===== config.mk =====
export PLATFORM = sky130hd
export DESIGN_NAME = bytecode_text_to_binary_core_flat
export DESIGN_NICKNAME = d
export VERILOG_FILES = /design/src/hdl/bt2b_pkg.sv /design/src/hdl/bt2b_chan_if.sv /design/src/hdl/bytecode_text_to_binary_core.sv /design/src/hdl/bt2b_front.sv /design/src/hdl/bt2b_engine.sv /design/src/flat_wrapper.sv
export SDC_FILE = /design/constraint.sdc
export NUM_CORES = 2
export LEC_CHECK = 0
export BUFFER_PORTS_ARGS = -buffer_cell sky130_fd_sc_hd__buf_2
export CORE_UTILIZATION = 30
export DETAILED_ROUTE_END_ITERATION = 6
export GPL_TIMING_DRIVEN = 1
export SLEW_MARGIN = 0
export SYNTH_ARGS = -nofsm -noshare
export SYNTH_HDL_FRONTEND = slang
export SYNTH_SLANG_ARGS = --single-unit

===== constraint.sdc =====
create_clock -name clock -period 6.08 [get_ports clock]
set_input_delay 0.304 -clock clock [delete_from_list [all_inputs] [get_ports clock]]
set_output_delay 0.304 -clock clock [all_outputs]
set_load 0.1 [all_outputs]

===== src/hdl/bt2b_pkg.sv =====
package bt2b_pkg;

   localparam logic [7:0] CH_LT    = 8'h3c;
   localparam logic [7:0] CH_GT    = 8'h3e;
   localparam logic [7:0] CH_BS    = 8'h5c;
   localparam logic [7:0] CH_COLON = 8'h3a;
   localparam logic [7:0] CH_MINUS = 8'h2d;
   localparam logic [7:0] CH_B     = 8'h62;
   localparam logic [7:0] CH_W     = 8'h77;
   localparam logic [7:0] CH_L     = 8'h6c;
   localparam logic [7:0] CH_D     = 8'h64;
   localparam logic [7:0] CH_H     = 8'h68;
   localparam logic [7:0] CH_0     = 8'h30;
   localparam logic [7:0] CH_9     = 8'h39;
   localparam logic [7:0] CH_A     = 8'h61;
   localparam logic [7:0] CH_F     = 8'h66;

   localparam logic [5:0] RESULT_LIMIT = 6'd32;

   typedef struct packed {
      logic lt;
      logic bs;
      logic gt;
      logic colon;
      logic minus;
      logic digit;
      logic hexl;
      logic typ;
      logic fmt;
   } cls_type;

   typedef struct packed {
      logic [7:0] ch;
      cls_type    cls;
      logic       eot;
   } item_type;

   typedef struct packed {
      logic     valid;
      item_type item;
   } queue_head_type;

   typedef enum logic [2:0] {
      ST_IDLE,
      ST_READ,
      ST_EXEC,
      ST_TOKEN,
      ST_DONE
   } state_type;

   typedef enum logic [3:0] {
      K_NONE,
      K_LIT,
      K_ESC_LIT,
      K_ESC_REPLAY,
      K_ESC_SET,
      K_OPEN,
      K_APPEND,
      K_TOKEN,
      K_FAIL,
      K_FLUSH_ESC,
      K_FLUSH_FAIL
   } kind_type;

   function automatic cls_type classify(input logic [7:0] ch);
      cls_type c;
      c.lt    = (ch == CH_LT);
      c.bs    = (ch == CH_BS);
      c.gt    = (ch == CH_GT);
      c.colon = (ch == CH_COLON);
      c.minus = (ch == CH_MINUS);
      c.digit = (ch >= CH_0) && (ch <= CH_9);
      c.hexl  = (ch >= CH_A) && (ch <= CH_F);
      c.typ   = (ch == CH_B) || (ch == CH_W) || (ch == CH_L);
      c.fmt   = (ch == CH_D) || (ch == CH_H);
      return c;
   endfunction

endpackage


===== src/hdl/bt2b_chan_if.sv =====
interface bt2b_req_if;
   logic       valid;
   logic       ready;
   logic [7:0] text_char;
   logic       end_of_text;
   modport source (output valid, output text_char, output end_of_text, input ready);
   modport sink (input valid, input text_char, input end_of_text, output ready);
endinterface

interface bt2b_rsp_if;
   logic       valid;
   logic       ready;
   logic [7:0] out_byte;
   logic       last_byte;
   modport source (output valid, output out_byte, output last_byte, input ready);
   modport sink (input valid, input out_byte, input last_byte, output ready);
endinterface

interface bt2b_csr_if;
   logic valid;
   logic ready;
   logic endian_mode;
   modport source (output valid, output endian_mode, input ready);
   modport sink (input valid, input endian_mode, output ready);
endinterface


===== src/hdl/bytecode_text_to_binary_core.sv =====
// Output path: each byte waits in a holding register until the next byte or the end of
// the request decides its last flag, then moves to the registered response outputs.
// Per character the engine steps through pop, read, execute, end check and done, with extra
// steps for rescans, token bytes and unknown escapes; it pops the next character only when idle.
// Reset: synchronous, active high; clears the queue, token length, escape flag and
// endian mode. The character window needs no clearing.
module bytecode_text_to_binary_core
   import bt2b_pkg::*;
#(
   parameter int MAX_TOKEN = 32
) (
   input  logic         clock,
   input  logic         reset,
   bt2b_req_if.sink     req_ch,
   bt2b_rsp_if.source   rsp_ch,
   bt2b_csr_if.sink     csr_ch
);

   logic            endian_ff;
   queue_head_type  head;
   logic            pop;

   assign csr_ch.ready = 1'b1;

   always_ff @(posedge clock) begin
      if (reset) begin
         endian_ff <= 1'b0;
      end else if (csr_ch.valid) begin
         endian_ff <= csr_ch.endian_mode;
      end
   end

   bt2b_front u_front (
      .clock  (clock),
      .reset  (reset),
      .req_ch (req_ch),
      .head   (head),
      .pop    (pop)
   );

   bt2b_engine #(
      .MAX_TOKEN (MAX_TOKEN)
   ) u_engine (
      .clock       (clock),
      .reset       (reset),
      .endian_mode (endian_ff),
      .head        (head),
      .pop         (pop),
      .rsp_ch      (rsp_ch)
   );

   a_pop_needs_head: assert property (@(posedge clock) disable iff (reset)
      pop |-> head.valid)
      else $error("pop from empty queue");

   a_reset_clears_rsp: assert property (@(posedge clock)
      reset |=> !rsp_ch.valid)
      else $error("response valid after reset");

   a_full_stalls_req: assert property (@(posedge clock) disable iff (reset)
      (head.valid && !pop && !req_ch.ready) |=> head.valid)
      else $error("queue lost an entry");

endmodule


===== src/hdl/bt2b_front.sv =====
module bt2b_front
   import bt2b_pkg::*;
(
   input  logic              clock,
   input  logic              reset,
   bt2b_req_if.sink          req_ch,
   output queue_head_type    head,
   input  logic              pop
);

   item_type   ent_ff [2];
   logic       wr_ptr_ff, wr_ptr_in;
   logic       rd_ptr_ff, rd_ptr_in;
   logic [1:0] count_ff, count_in;
   logic       push;

   assign req_ch.ready = (count_ff != 2'd2);
   assign push         = req_ch.valid && req_ch.ready;
   assign head.valid   = (count_ff != 2'd0);
   assign head.item    = ent_ff[rd_ptr_ff];

   always_comb begin
      wr_ptr_in = push ? ~wr_ptr_ff : wr_ptr_ff;
      rd_ptr_in = pop ? ~rd_ptr_ff : rd_ptr_ff;
      count_in  = count_ff + {1'b0, push} - {1'b0, pop};
   end

   always_ff @(posedge clock) begin
      if (push) begin
         ent_ff[wr_ptr_ff] <= '{ch: req_ch.text_char, cls: classify(req_ch.text_char),
                                eot: req_ch.end_of_text};
      end
   end

   always_ff @(posedge clock) begin
      if (reset) begin
         wr_ptr_ff <= 1'b0;
         rd_ptr_ff <= 1'b0;
         count_ff  <= 2'd0;
      end else begin
         wr_ptr_ff <= wr_ptr_in;
         rd_ptr_ff <= rd_ptr_in;
         count_ff  <= count_in;
      end
   end

endmodule


===== src/hdl/bt2b_engine.sv =====
module bt2b_engine
   import bt2b_pkg::*;
#(
   parameter int MAX_TOKEN = 32
) (
   input  logic              clock,
   input  logic              reset,
   input  logic              endian_mode,
   input  queue_head_type    head,
   output logic              pop,
   bt2b_rsp_if.source        rsp_ch
);

   localparam int AW = $clog2(MAX_TOKEN) + 1;
   localparam int LW = $clog2(MAX_TOKEN + 1);

   item_type        mem [2**AW];
   item_type        rd_ff;

   state_type       state_ff, state_in;
   kind_type        kind;
   logic [AW-1:0]   scan_ff, scan_in, start_ff, start_in, end_ff, end_in;
   logic [LW-1:0]   len_ff, len_in;
   logic            esc_ff, esc_in, eot_ff, eot_in;
   logic [7:0]      type_ff, type_in;
   logic            dec_ff, dec_in, neg_ff, neg_in, stop_ff, stop_in;
   logic [31:0]     val_ff, val_in;
   logic [1:0]      k_ff, k_in;
   logic [5:0]      cnt_ff, cnt_in;
   logic            hold_v_ff, hold_v_in;
   logic [7:0]      hold_b_ff, hold_b_in;
   logic            rsp_v_ff, rsp_v_in, rsp_l_ff, rsp_l_in;
   logic [7:0]      rsp_b_ff, rsp_b_in;

   logic            emit_req, emit_ok, stall, rsp_free, ok;
   logic [7:0]      emit_byte, tok_byte;
   logic [1:0]      nb_m1, idx;
   logic [3:0]      hexd;

   assign rsp_ch.valid     = rsp_v_ff;
   assign rsp_ch.out_byte  = rsp_b_ff;
   assign rsp_ch.last_byte = rsp_l_ff;

   assign rsp_free = !rsp_v_ff || rsp_ch.ready;
   assign emit_ok  = !hold_v_ff || rsp_free;
   assign stall    = emit_req && !emit_ok;
   assign pop      = (state_ff == ST_IDLE) && head.valid;
   assign hexd     = rd_ff.cls.digit ? rd_ff.ch[3:0] : rd_ff.ch[3:0] + 4'd9;

   always_comb begin
      if (type_ff == CH_B) begin
         nb_m1 = 2'd0;
      end else if (type_ff == CH_W) begin
         nb_m1 = 2'd1;
      end else begin
         nb_m1 = 2'd3;
      end
      idx = endian_mode ? nb_m1 - k_ff : k_ff;
      case (idx)
         2'd0:    tok_byte = val_ff[7:0];
         2'd1:    tok_byte = val_ff[15:8];
         2'd2:    tok_byte = val_ff[23:16];
         default: tok_byte = val_ff[31:24];
      endcase
   end

   // classify the current step
   always_comb begin
      kind      = K_NONE;
      emit_req  = 1'b0;
      emit_byte = rd_ff.ch;
      ok        = 1'b0;
      unique case (state_ff)
         ST_READ: begin
            if (scan_ff == end_ff) begin
               if (eot_ff && esc_ff) begin
                  kind      = K_FLUSH_ESC;
                  emit_req  = 1'b1;
                  emit_byte = CH_BS;
               end else if (eot_ff && (len_ff != '0)) begin
                  kind      = K_FLUSH_FAIL;
                  emit_req  = 1'b1;
                  emit_byte = CH_LT;
               end
            end
         end
         ST_EXEC: begin
            if (esc_ff) begin
               emit_req = 1'b1;
               if (rd_ff.cls.lt || rd_ff.cls.bs) begin
                  kind = K_ESC_LIT;
               end else begin
                  kind      = K_ESC_REPLAY;
                  emit_byte = CH_BS;
               end
            end else if (len_ff == '0) begin
               if (rd_ff.cls.lt) begin
                  kind = K_OPEN;
               end else if (rd_ff.cls.bs) begin
                  kind = K_ESC_SET;
               end else begin
                  kind     = K_LIT;
                  emit_req = 1'b1;
               end
            end else begin
               if (len_ff == LW'(1)) begin
                  ok = rd_ff.cls.typ;
               end else if (len_ff == LW'(2)) begin
                  ok = rd_ff.cls.fmt;
               end else if (len_ff == LW'(3)) begin
                  ok = rd_ff.cls.colon;
               end else begin
                  ok = dec_ff ? (rd_ff.cls.digit || rd_ff.cls.minus)
                              : (rd_ff.cls.digit || rd_ff.cls.hexl);
                  if (len_ff >= LW'(MAX_TOKEN - 1)) begin
                     ok = 1'b0;
                  end
               end
               if ((len_ff > LW'(4)) && rd_ff.cls.gt) begin
                  kind = K_TOKEN;
               end else if (ok) begin
                  kind = K_APPEND;
               end else begin
                  kind      = K_FAIL;
                  emit_req  = 1'b1;
                  emit_byte = CH_LT;
               end
            end
         end
         ST_TOKEN: begin
            emit_req  = 1'b1;
            emit_byte = tok_byte;
         end
         default: begin
         end
      endcase
   end

   always_comb begin
      state_in = state_ff;
      unique case (state_ff)
         ST_IDLE: begin
            if (head.valid) begin
               state_in = ST_READ;
            end
         end
         ST_READ: begin
            if (scan_ff != end_ff) begin
               state_in = ST_EXEC;
            end else if (kind == K_NONE) begin
               state_in = ST_DONE;
            end
         end
         ST_EXEC: begin
            if (!stall) begin
               if (kind == K_TOKEN) begin
                  state_in = ST_TOKEN;
               end else if (kind != K_ESC_REPLAY) begin
                  state_in = ST_READ;
               end
            end
         end
         ST_TOKEN: begin
            if (!stall && (k_ff == nb_m1)) begin
               state_in = ST_READ;
            end
         end
         ST_DONE: begin
            if (!hold_v_ff || rsp_free) begin
               state_in = ST_IDLE;
            end
         end
         default: state_in = ST_IDLE;
      endcase
   end

   always_comb begin
      scan_in   = scan_ff;
      start_in  = start_ff;
      end_in    = end_ff;
      len_in    = len_ff;
      esc_in    = esc_ff;
      eot_in    = eot_ff;
      type_in   = type_ff;
      dec_in    = dec_ff;
      neg_in    = neg_ff;
      stop_in   = stop_ff;
      val_in    = val_ff;
      k_in      = k_ff;
      cnt_in    = cnt_ff;
      hold_v_in = hold_v_ff;
      hold_b_in = hold_b_ff;
      rsp_v_in  = rsp_v_ff && !rsp_ch.ready;
      rsp_b_in  = rsp_b_ff;
      rsp_l_in  = rsp_l_ff;

      if (pop) begin
         end_in = end_ff + AW'(1);
         eot_in = head.item.eot;
         cnt_in = '0;
      end

      // emit: older held byte moves out, new byte is held until the next decides last
      if (emit_req && !stall && (cnt_ff != RESULT_LIMIT)) begin
         if (hold_v_ff) begin
            rsp_v_in = 1'b1;
            rsp_b_in = hold_b_ff;
            rsp_l_in = 1'b0;
         end
         hold_v_in = 1'b1;
         hold_b_in = emit_byte;
         cnt_in    = cnt_ff + 6'd1;
      end

      if ((state_ff == ST_DONE) && hold_v_ff && rsp_free) begin
         rsp_v_in  = 1'b1;
         rsp_b_in  = hold_b_ff;
         rsp_l_in  = 1'b1;
         hold_v_in = 1'b0;
      end

      if (state_ff == ST_TOKEN && !stall) begin
         k_in = k_ff + 2'd1;
      end

      if (!stall) begin
         case (kind)
            K_LIT, K_ESC_LIT: begin
               scan_in = scan_ff + AW'(1);
               esc_in  = 1'b0;
            end
            K_ESC_REPLAY, K_FLUSH_ESC: begin
               esc_in = 1'b0;
            end
            K_ESC_SET: begin
               scan_in = scan_ff + AW'(1);
               esc_in  = 1'b1;
            end
            K_OPEN: begin
               start_in = scan_ff;
               scan_in  = scan_ff + AW'(1);
               len_in   = LW'(1);
               neg_in   = 1'b0;
               stop_in  = 1'b0;
               val_in   = '0;
            end
            K_APPEND: begin
               scan_in = scan_ff + AW'(1);
               len_in  = len_ff + LW'(1);
               if (len_ff == LW'(1)) begin
                  type_in = rd_ff.ch;
               end
               if (len_ff == LW'(2)) begin
                  dec_in = (rd_ff.ch == CH_D);
               end
               if (len_ff >= LW'(4)) begin
                  if (!dec_ff) begin
                     val_in = {val_ff[27:0], hexd};
                  end else if ((len_ff == LW'(4)) && rd_ff.cls.minus) begin
                     neg_in = 1'b1;
                  end else if (rd_ff.cls.digit && !stop_ff) begin
                     val_in = {val_ff[28:0], 3'b000} + {val_ff[30:0], 1'b0}
                              + {28'd0, rd_ff.ch[3:0]};
                  end else begin
                     stop_in = 1'b1;
                  end
               end
            end
            K_TOKEN: begin
               scan_in = scan_ff + AW'(1);
               len_in  = '0;
               k_in    = 2'd0;
               val_in  = neg_ff ? (32'd0 - val_ff) : val_ff;
            end
            K_FAIL, K_FLUSH_FAIL: begin
               start_in = start_ff + AW'(1);
               scan_in  = start_ff + AW'(1);
               len_in   = '0;
            end
            default: begin
            end
         endcase
      end
   end

   always_ff @(posedge clock) begin
      if (pop) begin
         mem[end_ff] <= head.item;
      end
      rd_ff <= mem[scan_ff];
   end

   always_ff @(posedge clock) begin
      type_ff   <= type_in;
      dec_ff    <= dec_in;
      neg_ff    <= neg_in;
      stop_ff   <= stop_in;
      val_ff    <= val_in;
      k_ff      <= k_in;
      hold_b_ff <= hold_b_in;
      rsp_b_ff  <= rsp_b_in;
      rsp_l_ff  <= rsp_l_in;
      start_ff  <= start_in;
   end

   always_ff @(posedge clock) begin
      if (reset) begin
         state_ff  <= ST_IDLE;
         scan_ff   <= '0;
         end_ff    <= '0;
         len_ff    <= '0;
         esc_ff    <= 1'b0;
         eot_ff    <= 1'b0;
         cnt_ff    <= '0;
         hold_v_ff <= 1'b0;
         rsp_v_ff  <= 1'b0;
      end else begin
         state_ff  <= state_in;
         scan_ff   <= scan_in;
         end_ff    <= end_in;
         len_ff    <= len_in;
         esc_ff    <= esc_in;
         eot_ff    <= eot_in;
         cnt_ff    <= cnt_in;
         hold_v_ff <= hold_v_in;
         rsp_v_ff  <= rsp_v_in;
      end
   end

endmodule


===== src/flat_wrapper.sv =====
// flat-port wrapper written by rule: the top's interface ports become plain ports
module bytecode_text_to_binary_core_flat import bt2b_pkg::*;
#(
   parameter int MAX_TOKEN = 32
)
  (clock, reset, req_ch_valid, req_ch_text_char, req_ch_end_of_text, req_ch_ready, rsp_ch_valid, rsp_ch_out_byte, rsp_ch_last_byte, rsp_ch_ready, csr_ch_valid, csr_ch_endian_mode, csr_ch_ready);
  bt2b_req_if req_ch_i ();
  bt2b_rsp_if rsp_ch_i ();
  bt2b_csr_if csr_ch_i ();
  input  logic clock;
  input  logic reset;
  input wire logic [$bits(req_ch_i.valid)-1:0] req_ch_valid;
  input wire logic [$bits(req_ch_i.text_char)-1:0] req_ch_text_char;
  input wire logic [$bits(req_ch_i.end_of_text)-1:0] req_ch_end_of_text;
  output wire logic [$bits(req_ch_i.ready)-1:0] req_ch_ready;
  output wire logic [$bits(rsp_ch_i.valid)-1:0] rsp_ch_valid;
  output wire logic [$bits(rsp_ch_i.out_byte)-1:0] rsp_ch_out_byte;
  output wire logic [$bits(rsp_ch_i.last_byte)-1:0] rsp_ch_last_byte;
  input wire logic [$bits(rsp_ch_i.ready)-1:0] rsp_ch_ready;
  input wire logic [$bits(csr_ch_i.valid)-1:0] csr_ch_valid;
  input wire logic [$bits(csr_ch_i.endian_mode)-1:0] csr_ch_endian_mode;
  output wire logic [$bits(csr_ch_i.ready)-1:0] csr_ch_ready;
  assign req_ch_i.valid = req_ch_valid;
  assign req_ch_i.text_char = req_ch_text_char;
  assign req_ch_i.end_of_text = req_ch_end_of_text;
  assign req_ch_ready = req_ch_i.ready;
  assign rsp_ch_valid = rsp_ch_i.valid;
  assign rsp_ch_out_byte = rsp_ch_i.out_byte;
  assign rsp_ch_last_byte = rsp_ch_i.last_byte;
  assign rsp_ch_i.ready = rsp_ch_ready;
  assign csr_ch_i.valid = csr_ch_valid;
  assign csr_ch_i.endian_mode = csr_ch_endian_mode;
  assign csr_ch_ready = csr_ch_i.ready;
  bytecode_text_to_binary_core #(.MAX_TOKEN(MAX_TOKEN)) u_core (.clock(clock), .reset(reset), .req_ch(req_ch_i), .rsp_ch(rsp_ch_i), .csr_ch(csr_ch_i));
endmodule

==> flow_summary.yaml <==
layout:
  seq_area_um2: 36860
  final_area_um2: 58250
  fin_util_pct: 34.26
  syn2layout_area_growth_pct: 12.91
  diodes: 0
  fill_cells: 15814
  drive_gt1_share_pct: 24.94
  final_nets: 2783
  finalNonFillerCells: 5009
  multi_input_area_um2: 14290
sta:
  min_period_ns: 4.012
  tns_ns: 0
  fin_crit_sh_pct: 65.98
  relSlewSlack_pct: 17.53
  clock_skew_ns: 0.05470
  worst_slack_ns: 2.068
  finalSetupViolCount: 0
  worst_pin_slew_ns: 1.237
  hold_viol_final: 0
  holdWs_ns: 0.03783
  maxSlewViolCount: 0
  max_freq_mhz: 249.3
  rsz0062_at_grt: "false"
critical_path:
  required_ns: 6.41
  critPathKind: "reg -> reg"
  start_kind: "flip-flop"
  arrival_ns: 4.35
  reg2reg_from: "u_core.u_engine.scan_ff[0]$_SDFFE_PP0P_"
  rrSetupSlack_ns: 2.07
  cp_max_fo: 38
  end_kind: "flip-flop"
  critPathLaunch: "u_core.u_engine.scan_ff[0]$_SDFFE_PP0P_"
route:
  routed_wl_um: 123700
  drtPass1Iterations: 5
  drcViolationCount: 0
  ant_nets: 0
  vias_per_cell: 5.150
  drtIter0Drc: 2692
  wl_per_cell_um: 24.69
  vias: 25795
clock_tree:
  path_clk_slew_ns: 0.06
  ctsResizeCount: 0
  post_cts_buffers: 0
  clk_path_buf_depth: 3
  htree_levels: 3
  cts_tree: "built"
  worstSkewPairLatency_ns: 0.74
  cts_sinks: 1246
  clockRootBuffer: "clkbuf_16"
  cts_buffers: 118
logic_synthesis:
  ys_seq_area_share_pct: 71.42
  synth_top_cell_by_area: "edfxtp_1"
  synth.cell_area_um2: 51590
  synth-seq-cells: 1246
  synthMuxAreaShare_pct: 16.70
  synth-main-ff-cell: "edfxtp_1"
  synth_top_family_by_area: "multiplexers"
  synthAdderAreaFrac_pct: 1.848
  syn_inst: 2643
  synth.top_cell.area_share_pct: 69.21
  synth_area_per_cell_um2: 19.52
  ys_types: 96
  yosys-top-cells-area: "edfxtp_1, mux4_2, dfxtp_1"
  synth-compound-area-share_pct: 3.352
  synthArstFlopShare_pct: 0
  synth_edf_count: 1189
  synth_simple_gate_area_share_pct: 4.072
  syn-num-nets: 2733
  synth_xor_area_share_pct: 1.307
  yosysWarnings: 0
power:
  combPwrFrac_pct: 23.3
  clkPwrFrac_pct: 30.9
  switchingPower_mw: 6.739
  swShare_pct: 29.18
  p_seq_share_pct: 45.8
  power_density_nw_per_um2: 396.4
  p_leak_nw: 17.86
  totalPowerFinal_mw: 23.09
  internal_power_mw: 16.35
  ir_drop_v: 0.0002965
floorplan:
  fp.coreArea_um2: 170000
  ios: 27
  start_util_pct: 30.34
  die_h_um: 416.7
  die-area_um2: 173600
  core.rowCount: 151
  die_w_um: 416.7
grt:
  overflow: 0
  grt_pass1_vias: 25088
  grtUsageTotal_pct: 14.15
  grt_max_degree: 119
  antenna_found_initial: 6
  grt_first_pass_wirelength_um: 181700
run:
  cap_violations: 0
placed_design:
  port_buffers: 25
  place_hpwl_um: 73830
  post_dp_cell_area_um2: 54440
  place_congestion: 0.8148
  dp_cells: 4780
  dp_slack_ns: 1.960
status:
  status: "finished clean"
min_path:
  hold_class: "in -> reg"
  holdCritStartpoint: "rsp_ch_ready"
## sequential cells by signal (all words and copies together) (netlist names), 8 cells and up, named ones only
signal	count
u_core.u_engine.mem	1088
u_core.u_front.ent_ff	36
u_core.u_engine.val_ff	32
u_core.u_engine.rd_ff	17
u_core.u_engine.hold_b_ff	8
u_core.u_engine.rsp_ch.out_byte	8
u_core.u_engine.type_ff	8
## power groups by stage
stage	Clock [mW]	Sequential (mW)	Combinational, mW
floorplan	0	10.5	3.56
global placement	0	10.8	5.43
detailed placement	0	10.8	5.48
CTS	7.27	10.6	5.48
global route	7.58	10.6	5.69
finish	7.13	10.6	5.38
## layout by cell type, fill, tap and decap left out, types with 14 or more instances in the layout
cell type	count
ha_1	73
o21ai_0	50
dfxtp_1	52
edfxtp_1	1189
nand3_1	34
nor2_1	93
xor2_1	33
a21oi_1	71
clkbuf_1	37
inv_1	31
mux4_2	365
nor2_2	66
buf_4	24
buf_2	25
xnor2_1	44
clkinv_2	17
nand2_1	80
clkbuf_16	119
mux2i_1	16
clkinv_1	29
nor2b_1	14
nor3_1	29
## synth_stat cells, types with 13 or more instances
cell type and n:
inv_1 31, nand2_1 80, mux2_2 21, dfxtp_1 57, nand3_1 34, xnor2_1 44, nor2_1 157, xor2_1 33
mux2i_1 16, nor3_1 29, a21oi_1 71, nor4_1 13, edfxtp_1 1189, ha_1 73, nor2b_1 14, clkbuf_1 83
buf_1 38, o21ai_0 50, mux4_2 365
## worst max-delay path, cell delays in order, from the launching register on
cell      delay, ns
dfxtp_4        0.89
xnor2_1        0.20
nand4_1        0.14
nor3_2         0.60
nand3_2        0.31
a221oi_4       0.88
nand2_1        0.20
nand2b_1       0.41
## per-layer routing
layer	routed length (µm)	share of wire, %	GRT usage, %	vias to the layer above
met5	0	0	0	-
li1	-	-	-	11023
met2	58580	47	22.12	787
met3	7159	5.8	2.195	145
met1	55890	45	20.94	13840
met4	2020	1.6	2.636	0
## path summary, 6_finish.rpt
kind	endpoint	cells past startpoint
worst max register to register	u_core.u_engine.rsp_ch.out_byte[3]$_DFFE_PP_	7
worst min register to register	u_core.u_engine.rsp_ch.out_byte[6]$_DFFE_PP_	0
worst max-delay path	u_core.u_engine.rsp_ch.out_byte[3]$_DFFE_PP_	7
worst min-delay path	u_core.u_engine.rsp_ch.valid$_SDFF_PP0_	4
## cell families (layout without fill, tap and decap cells)
group           Yosys count  in the layout
compound gates          251            251
buf+inv                 166            314
fa+ha+maj                75             75
mux                     402            402
other cells               1              1
flops                  1246           1246
simple gates            425            425
xor+xnor                 77             77
## cell type report
| type | count | share of cell area, % |
|---|---|---|
| tap | 2218 | 4.764 |
| multi-input combinational | 1231 | 24.54 |
| inverter | 32 | 0.2084 |
| clock inverter | 61 | 0.9838 |
| clock buffer | 157 | 5.374 |
| sequential | 1246 | 63.28 |
| timing repair buffer | 64 | 0.8506 |
## what timing repair did
action | in CTS | in global routing
endpoints found under the setup margin | 0 | 0
endpoints found under the hold margin | 29 | 0
hold buffers | 11 | 0
No activity file was read; power rests on OpenSTA's default activity.
